## config.mk

```make
export PLATFORM = sky130hd
export DESIGN_NAME = infix_to_postfix_converter_unit
export DESIGN_NICKNAME = d
export VERILOG_FILES = /design/src/rtl/core/i2p_pkg.sv /design/src/rtl/core/i2p_ram.sv /design/src/rtl/core/infix_to_postfix_converter_unit.sv
export SDC_FILE = /design/constraint.sdc
export NUM_CORES = 1
export LEC_CHECK = 0
export BUFFER_PORTS_ARGS = -buffer_cell sky130_fd_sc_hd__buf_4
export CORE_MARGIN = 4
export CORE_UTILIZATION = 62
export DETAILED_ROUTE_END_ITERATION = 6
export PLACE_DENSITY = 0.9
export SETUP_SLACK_MARGIN = 0.2
export SLEW_MARGIN = 0
export SYNTH_ARGS = -nofsm -noshare
export SYNTH_HDL_FRONTEND = slang
export SYNTH_SLANG_ARGS = --single-unit
```

## constraint.sdc

```tcl
create_clock -name clk_i -period 6.4 [get_ports clk_i]
set_input_delay 0.64 -clock clk_i [delete_from_list [all_inputs] [get_ports clk_i]]
set_output_delay 0.64 -clock clk_i [all_outputs]
set_load 0.05 [all_outputs]
```

## src/rtl/core/i2p_pkg.sv

```systemverilog
// Package for the infix to postfix converter: types, constants and decode functions.
`default_nettype none

package i2p_pkg;

  // Stack sizing.
  localparam int unsigned STACK_DEPTH = 32;
  localparam int unsigned STORE_DEPTH = 32;
  localparam int unsigned CAPACITY    = (STACK_DEPTH < STORE_DEPTH) ? STACK_DEPTH : STORE_DEPTH;
  localparam int unsigned ADDR_W      = $clog2(STORE_DEPTH);
  localparam int unsigned CNT_W       = $clog2(STORE_DEPTH + 1);

  // ASCII codes of the operator characters.
  localparam logic [7:0] CHAR_ADD   = 8'h2B;
  localparam logic [7:0] CHAR_SUB   = 8'h2D;
  localparam logic [7:0] CHAR_MUL   = 8'h2A;
  localparam logic [7:0] CHAR_DIV   = 8'h2F;
  localparam logic [7:0] CHAR_MOD   = 8'h25;
  localparam logic [7:0] CHAR_POW   = 8'h5E;
  localparam logic [7:0] CHAR_OPEN  = 8'h28;
  localparam logic [7:0] CHAR_CLOSE = 8'h29;

  // Operator codes as stored on the stack.
  typedef enum logic [2:0] {
    OP_ADD   = 3'd0,
    OP_SUB   = 3'd1,
    OP_MUL   = 3'd2,
    OP_DIV   = 3'd3,
    OP_MOD   = 3'd4,
    OP_POW   = 3'd5,
    OP_OPEN  = 3'd6,
    OP_CLOSE = 3'd7
  } op_e;

  // Error codes of a result beat.
  typedef enum logic [1:0] {
    ERR_NONE      = 2'd0,
    ERR_OVERFLOW  = 2'd1,
    ERR_UNMATCHED = 2'd2
  } err_e;

  // Sequencer states.
  typedef enum logic [0:0] {
    ST_IDLE = 1'b0,
    ST_WORK = 1'b1
  } state_e;

  // Input beat.
  typedef struct packed {
    logic       command;
    logic [7:0] symbol;
  } in_item_t;

  // Output beat.
  typedef struct packed {
    logic [7:0] out_symbol;
    logic       has_symbol;
    logic [1:0] error;
    logic       last;
  } out_item_t;

  // Result of classifying one input character.
  typedef struct packed {
    logic found;
    op_e  op;
  } op_lookup_t;

  // Map a character to its operator code, if it is one.
  function automatic op_lookup_t op_decode(logic [7:0] sym);
    op_lookup_t res;
    res.found = 1'b1;
    res.op    = OP_ADD;
    case (sym)
      CHAR_ADD:   res.op = OP_ADD;
      CHAR_SUB:   res.op = OP_SUB;
      CHAR_MUL:   res.op = OP_MUL;
      CHAR_DIV:   res.op = OP_DIV;
      CHAR_MOD:   res.op = OP_MOD;
      CHAR_POW:   res.op = OP_POW;
      CHAR_OPEN:  res.op = OP_OPEN;
      CHAR_CLOSE: res.op = OP_CLOSE;
      default:    res.found = 1'b0;
    endcase
    return res;
  endfunction

  // Map an operator code back to its character.
  function automatic logic [7:0] op_char(op_e op);
    logic [7:0] c;
    case (op)
      OP_ADD:   c = CHAR_ADD;
      OP_SUB:   c = CHAR_SUB;
      OP_MUL:   c = CHAR_MUL;
      OP_DIV:   c = CHAR_DIV;
      OP_MOD:   c = CHAR_MOD;
      OP_POW:   c = CHAR_POW;
      OP_OPEN:  c = CHAR_OPEN;
      OP_CLOSE: c = CHAR_CLOSE;
      default:  c = CHAR_ADD;
    endcase
    return c;
  endfunction

  // Precedence level of an arithmetic operator.
  function automatic logic [1:0] op_level(op_e op);
    logic [1:0] lvl;
    case (op)
      OP_ADD, OP_SUB:         lvl = 2'd0;
      OP_MUL, OP_DIV, OP_MOD: lvl = 2'd1;
      OP_POW:                 lvl = 2'd2;
      default:                lvl = 2'd0;
    endcase
    return lvl;
  endfunction

  // True when the stack top must be popped before pushing the new operator.
  // A parenthesis on the stack never yields.
  function automatic logic op_yields(op_e top, op_e op);
    return (top != OP_OPEN) && (top != OP_CLOSE) && (op_level(top) >= op_level(op));
  endfunction

endpackage

`default_nettype wire

```

## src/rtl/core/i2p_ram.sv

```systemverilog
// Generic single-port-write, single-port-read RAM with a registered read.
`default_nettype none

module i2p_ram #(
  parameter  int unsigned WIDTH = 8,
  parameter  int unsigned DEPTH = 32,
  localparam int unsigned AddrW = $clog2(DEPTH)
) (
  input  wire logic             clk_i,
  input  wire logic             we_i,
  input  wire logic [AddrW-1:0] waddr_i,
  input  wire logic [WIDTH-1:0] wdata_i,
  input  wire logic [AddrW-1:0] raddr_i,
  output logic      [WIDTH-1:0] rdata_o
);

  logic [WIDTH-1:0] mem_q [DEPTH];

  // Write port.
  always_ff @(posedge clk_i) begin
    if (we_i) begin
      mem_q[waddr_i] <= wdata_i;
    end
  end

  // Registered read port.
  always_ff @(posedge clk_i) begin
    rdata_o <= mem_q[raddr_i];
  end

endmodule

`default_nettype wire

```

## src/rtl/core/infix_to_postfix_converter_unit.sv

```systemverilog
// Top level of the infix to postfix converter (shunting-yard operator stack).
//
// Input channel: in_valid_i / in_stall_o carry one beat per infix character,
// or an end command that flushes the operator stack. Output channel:
// out_valid_o / out_stall_i carry postfix characters and status beats; the
// last beat caused by an input beat has its last flag set. An input beat
// that causes nothing (a push, or a flush of an empty stack) gives no beat.
// An accepted input beat is registered in the item register, and its first
// result beat is then registered in the output register. The sequencer does
// one stack pop per cycle while the output slot is free; the pop loop on the
// stack RAM sets the pace of the block. A new input beat is taken in the
// cycle after the previous one is finished.
// The stack lives in a RAM with a registered read; the top entry is held in
// a register and the RAM read port always fetches the entry below it.
// Reset empties the stack and the output register; no clearing pass is run.
// When the receiver stalls, the output register holds its beat and the work
// sequencer waits; no result is lost.
`default_nettype none

module infix_to_postfix_converter_unit (
  input  wire logic                  clk_i,
  input  wire logic                  rst_ni,
  input  wire logic                  in_valid_i,
  output logic                       in_stall_o,
  input  wire i2p_pkg::in_item_t     in_data_i,
  output logic                       out_valid_o,
  input  wire logic                  out_stall_i,
  output i2p_pkg::out_item_t         out_data_o
);

  import i2p_pkg::*;

  state_e           state_q, state_d;
  logic [CNT_W-1:0] count_q, count_d;
  logic [2:0]       top_q, top_d;
  in_item_t         item_q, item_d;
  logic             out_valid_q, out_valid_d;
  out_item_t        out_q, out_d;

  logic              ram_we;
  logic [ADDR_W-1:0] ram_waddr;
  logic [2:0]        ram_wdata;
  logic [ADDR_W-1:0] ram_raddr;
  logic [2:0]        ram_rdata;

  logic             accept;
  logic             step;
  logic             emit;
  logic             done;
  out_item_t        res;
  op_lookup_t       dec;
  op_e              top_op;
  op_e              below_op;
  logic             has_top;
  logic             has_below;
  logic             full;
  logic [CNT_W-1:0] count_dec;
  logic [CNT_W-1:0] raddr_sum;

  // Operator stack storage.
  i2p_ram #(
    .WIDTH (3),
    .DEPTH (STORE_DEPTH)
  ) u_stack (
    .clk_i   (clk_i),
    .we_i    (ram_we),
    .waddr_i (ram_waddr),
    .wdata_i (ram_wdata),
    .raddr_i (ram_raddr),
    .rdata_o (ram_rdata)
  );

  // Stack view: the RAM data is always the entry just below the top.
  assign dec       = op_decode(item_q.symbol);
  assign top_op    = op_e'(top_q);
  assign below_op  = op_e'(ram_rdata);
  assign has_top   = (count_q != '0);
  assign has_below = (count_q > CNT_W'(1));
  assign full      = (count_q >= CNT_W'(CAPACITY));
  assign count_dec = count_q - CNT_W'(1);

  // Read address tracks the next count so the entry under the top is ready.
  assign raddr_sum = count_d - CNT_W'(2);
  assign ram_raddr = raddr_sum[ADDR_W-1:0];

  assign in_stall_o = (state_q != ST_IDLE);
  assign accept     = in_valid_i && !in_stall_o;
  assign step       = (state_q == ST_WORK) && (!out_valid_q || !out_stall_i);

  // Sequencer: one stack step per cycle while the output slot is free.
  always_comb begin
    state_d   = state_q;
    count_d   = count_q;
    top_d     = top_q;
    item_d    = item_q;
    ram_we    = 1'b0;
    ram_waddr = count_q[ADDR_W-1:0];
    ram_wdata = dec.op;
    emit      = 1'b0;
    done      = 1'b0;
    res       = '0;

    if (accept) begin
      item_d  = in_data_i;
      state_d = ST_WORK;
    end

    if (step) begin
      if (item_q.command) begin
        // Flush: pop and emit every entry, parentheses included.
        if (has_top) begin
          emit           = 1'b1;
          res.out_symbol = op_char(top_op);
          res.has_symbol = 1'b1;
          res.last       = !has_below;
          count_d        = count_dec;
          top_d          = ram_rdata;
          done           = !has_below;
        end else begin
          done = 1'b1;
        end
      end else if (!dec.found) begin
        // Operand or unknown character passes straight out.
        emit           = 1'b1;
        res.out_symbol = item_q.symbol;
        res.has_symbol = 1'b1;
        res.last       = 1'b1;
        done           = 1'b1;
      end else if (dec.op == OP_OPEN) begin
        // Open parenthesis is pushed, or flagged when the stack is full.
        if (full) begin
          emit      = 1'b1;
          res.error = ERR_OVERFLOW;
          res.last  = 1'b1;
        end else begin
          ram_we  = 1'b1;
          top_d   = dec.op;
          count_d = count_q + CNT_W'(1);
        end
        done = 1'b1;
      end else if (dec.op == OP_CLOSE) begin
        // Close parenthesis pops down to the matching open one.
        if (!has_top) begin
          emit      = 1'b1;
          res.error = ERR_UNMATCHED;
          res.last  = 1'b1;
          done      = 1'b1;
        end else if (top_op == OP_OPEN) begin
          count_d = count_dec;
          top_d   = ram_rdata;
          done    = 1'b1;
        end else begin
          emit           = 1'b1;
          res.out_symbol = op_char(top_op);
          res.has_symbol = 1'b1;
          res.last       = !has_below || (below_op == OP_OPEN);
          res.error      = has_below ? ERR_NONE : ERR_UNMATCHED;
          count_d        = count_dec;
          top_d          = ram_rdata;
          done           = !has_below;
        end
      end else begin
        // Arithmetic operator: pop while the top yields, then push.
        if (has_top && op_yields(top_op, dec.op)) begin
          emit           = 1'b1;
          res.out_symbol = op_char(top_op);
          res.has_symbol = 1'b1;
          if (has_below && op_yields(below_op, dec.op)) begin
            count_d = count_dec;
            top_d   = ram_rdata;
          end else begin
            // Final pop: the operator replaces the popped top in place.
            res.last  = 1'b1;
            ram_we    = 1'b1;
            ram_waddr = count_dec[ADDR_W-1:0];
            top_d     = dec.op;
            done      = 1'b1;
          end
        end else if (full) begin
          emit      = 1'b1;
          res.error = ERR_OVERFLOW;
          res.last  = 1'b1;
          done      = 1'b1;
        end else begin
          ram_we  = 1'b1;
          top_d   = dec.op;
          count_d = count_q + CNT_W'(1);
          done    = 1'b1;
        end
      end

      if (done) begin
        state_d = ST_IDLE;
      end
    end
  end

  // Output register loads a beat when one is produced.
  always_comb begin
    out_valid_d = out_valid_q;
    out_d       = out_q;
    if (emit) begin
      out_valid_d = 1'b1;
      out_d       = res;
    end else if (!out_stall_i) begin
      out_valid_d = 1'b0;
    end
  end

  // Control registers.
  always_ff @(posedge clk_i or negedge rst_ni) begin
    if (!rst_ni) begin
      state_q     <= ST_IDLE;
      count_q     <= '0;
      out_valid_q <= 1'b0;
    end else begin
      state_q     <= state_d;
      count_q     <= count_d;
      out_valid_q <= out_valid_d;
    end
  end

  // Payload registers.
  always_ff @(posedge clk_i) begin
    top_q  <= top_d;
    item_q <= item_d;
    out_q  <= out_d;
  end

  assign out_valid_o = out_valid_q;
  assign out_data_o  = out_q;

endmodule

`default_nettype wire

```

==> flow_summary.yaml <==
status:
  status: "finished with violations"
  violations: "design-rule violations"
layout:
  multiInputGateArea_mm2: 0.00289
  mostFrequentLayoutCells: "120 x edfxtp_1, 90 x nand2_1, 70 x nor2_1"
  final_util_pct: 71.8
  nNetsFinal: 690
  register_area_mm2: 0.00398
  drive_gt1_share_pct: 13.6
  final_common_cell: "edfxtp_1"
  n_fill_cell: 760
  n_antenna_cell: 0
  area_growth_pct: 11.2
  final_area_mm2: 0.00792
synth:
  syn_inst: 646
  seq_area_frac_synth_pct: 55.9
  avgSynthCellArea_um2: 11.0
  synthFlopType: "edfxtp_1"
  syn_nets: 670
  synth_edf_count: 120
  synthesis.area_mm2: 0.00712
  yosysUniqueCellTypes: 79
  async_flop_share_pct: 5.84
  yosysWarnings: 0
  synth-seq-cells: 137
floorplan:
  core_mm2: 0.0110
  rows: 38
  die_x_um: 115
  die_h_um: 115
  start_util_pct: 64.6
  dieArea_mm2: 0.0133
  pin_count: 27
sta:
  worst_pin_slew_ps: 1200
  fin_crit_ps: 5920
  setup_viol: 0
  tns_ps: 0
  hold_viol_final: 0
  fin_crit_sh_pct: 92.5
  finalMaxSlewViolations: 0
  fmax_mhz: 169
  clock-skew-final_ps: 10.6
  rsz0062_at_grt: "no"
  layout_setup_ws_ps: 478
  maxSlewHeadroom_pct: 19.3
placed_design:
  post_dp_cell_area_mm2: 0.00737
  port_buffers: 26
  preCtsSetupSlack_ps: 356
  dp_hpwl_mm: 12.2
  place.gp.congestion: 0.941
clock_network:
  numCtsBuffers: 17
  clkTransAtPathRegs_ps: 60
  cts_max_level: 4
  cts.sinks: 137
  cts_buffer_depth: 2
  cts_tree: "built"
  clk_latency_ps: 420
  cts_root_buf: "clkbuf_16"
drt:
  routed_via_density: 6.84
  drc: 7
  ant_nets: 0
  drt_iter0_drc: 901
  drtPass1Iterations: 7
  routedWlPerCell_um: 22.0
  drt-total-wl_mm: 18.0
  vias: 5598
global_route:
  grt_pass1_wl_mm: 28.7
  track_usage_pct: 28.4
  gr-total-overflow: 0
  antenna_found_initial: 0
  grt_pass1_vias: 5350
  grt_max_degree: 35
pwr:
  p_comb_share_pct: 46.9
  clock_power_share_pct: 22.1
  p_leak_nw: 2.89
  power_switching_mw: 1.75
  fin_total_pwr_mw: 4.04
  p_sw_share_pct: 43.4
  seq_power_share_pct: 31.0
  ir_worst_vdd_mv: 0.318
  powerDensity_mw_per_mm2: 510
  p_int_mw: 2.28
setup_path:
  r2r-end: "u_stack.rdata_o[1]"
  criticalPathCategory: "reg -> reg"
  path_max_fanout: 26
  crit_path_start_kind: "register"
  r2r_setup_slack_ps: 480
  critPathCaptureType: "register"
  r2r_cells: 17
  cp_data_arrival_time_ps: 6260
  required_ps: 6740
  rr_startpoint: "item_q[4]"
flow_run:
  maxCapViolCount: 0
min_path:
  hp-class: "in -> async"
[worst max-delay path by stage]
stage / start / endpoint / slack (ps) / cells after the start
finish: item_q[4] / u_stack.rdata_o[1] / 480 / 17
global route: item_q[4] / u_stack.rdata_o[0] / 240 / 17
CTS: item_q[4] / u_stack.rdata_o[1] / 330 / 17
detailed placement: item_q[4] / u_stack.rdata_o[1] / 360 / 17
global placement: item_q[4] / u_stack.rdata_o[0] / 710 / 17
floorplan: item_q[4] / u_stack.rdata_o[2] / 1390 / 21
[logic make-up (layout without fill, tap and decap cells)]
group	Yosys count	in the layout	synth area share, %
buf+inv	55	87	3.86
flops	137	137	55.9
simple gates	254	254	17.2
xor+xnor	13	13	1.81
mux	36	36	5.20
fa+ha+maj	11	11	1.93
compound gates	140	140	14.0
[sequential cells by signal, indices dropped and copies added, names as in the netlist, named ones only]
register         cells
u_stack.mem_q       96
in_stall_o           1
u_stack.rdata_o      3
item_q               9
top_op               3
out_data_o          12
out_valid_o          1
count_q              6
[layout make-up]
type,count,area share (%)
Clock buffer,20,5.51
Clock inverter,11,1.25
Inverter,24,1.17
Multi-Input combinational cell,454,36.5
Sequential cell,137,50.3
Tap cell,140,2.21
Timing Repair Buffer,32,3.03
[power groups by stage]
stage	clock network (mW)	logic, mW	registers (mW)
after floorplan	0	1.34	1.32
after global placement	0	1.75	1.26
after detailed placement	0	1.82	1.26
after CTS	0.902	1.84	1.25
after global routing	0.947	2.02	1.27
final	0.892	1.89	1.25
[synthesized netlist by cell type, types with 11 or more instances]
cell      count  area, um^2
edfxtp_1    120        3600
nand2_1      90         338
mux2i_1      28         280
inv_1        22        82.6
nor2_1       70         263
nor3_1       13        65.1
clkbuf_1     14        52.6
o21ai_0      23         115
a21oi_1      29         145
ha_1         11         138
nand3_1      23         115
[repair_timing]
| item | CTS | global route |
|---|---|---|
| setup endpoints to repair | 0 | 3 |
| buffers inserted | 0 | 0 |
| resized for setup | 0 | 1 |
| hold buffers | 0 | 0 |
[per-stage QoR]
stage,hold WS [ps],std cells
finish,33.4,818
global route,27.0,818
CTS,19.1,818
detailed placement,475,787
floorplan,344,646
global placement,472,787
[metal layers]
layer / share of wire [%] / GRT usage [%] / up-vias
met3: 10 / 7.21 / 80
met2: 47 / 45.0 / 388
met5: 0 / 0 / -
met4: 4.0 / 11.3 / 0
met1: 39 / 37.6 / 2658
li1: - / - / 2472
[worst max-delay path, stage by stage, from the launching register on]
cell,delay (ps)
edfxtp_1,470
or4b_2,760
nor2_1,210
ha_1,260
or3b_2,460
o211a_1,160
and2_1,260
o31ai_1,680
a31oi_1,80
o211ai_1,380
inv_1,90
ha_1,400
inv_1,310
xnor2_4,350
nor2_1,240
a221oi_1,380
a22oi_1,150
o211ai_1,190
Power figures use the tool's default switching activity.
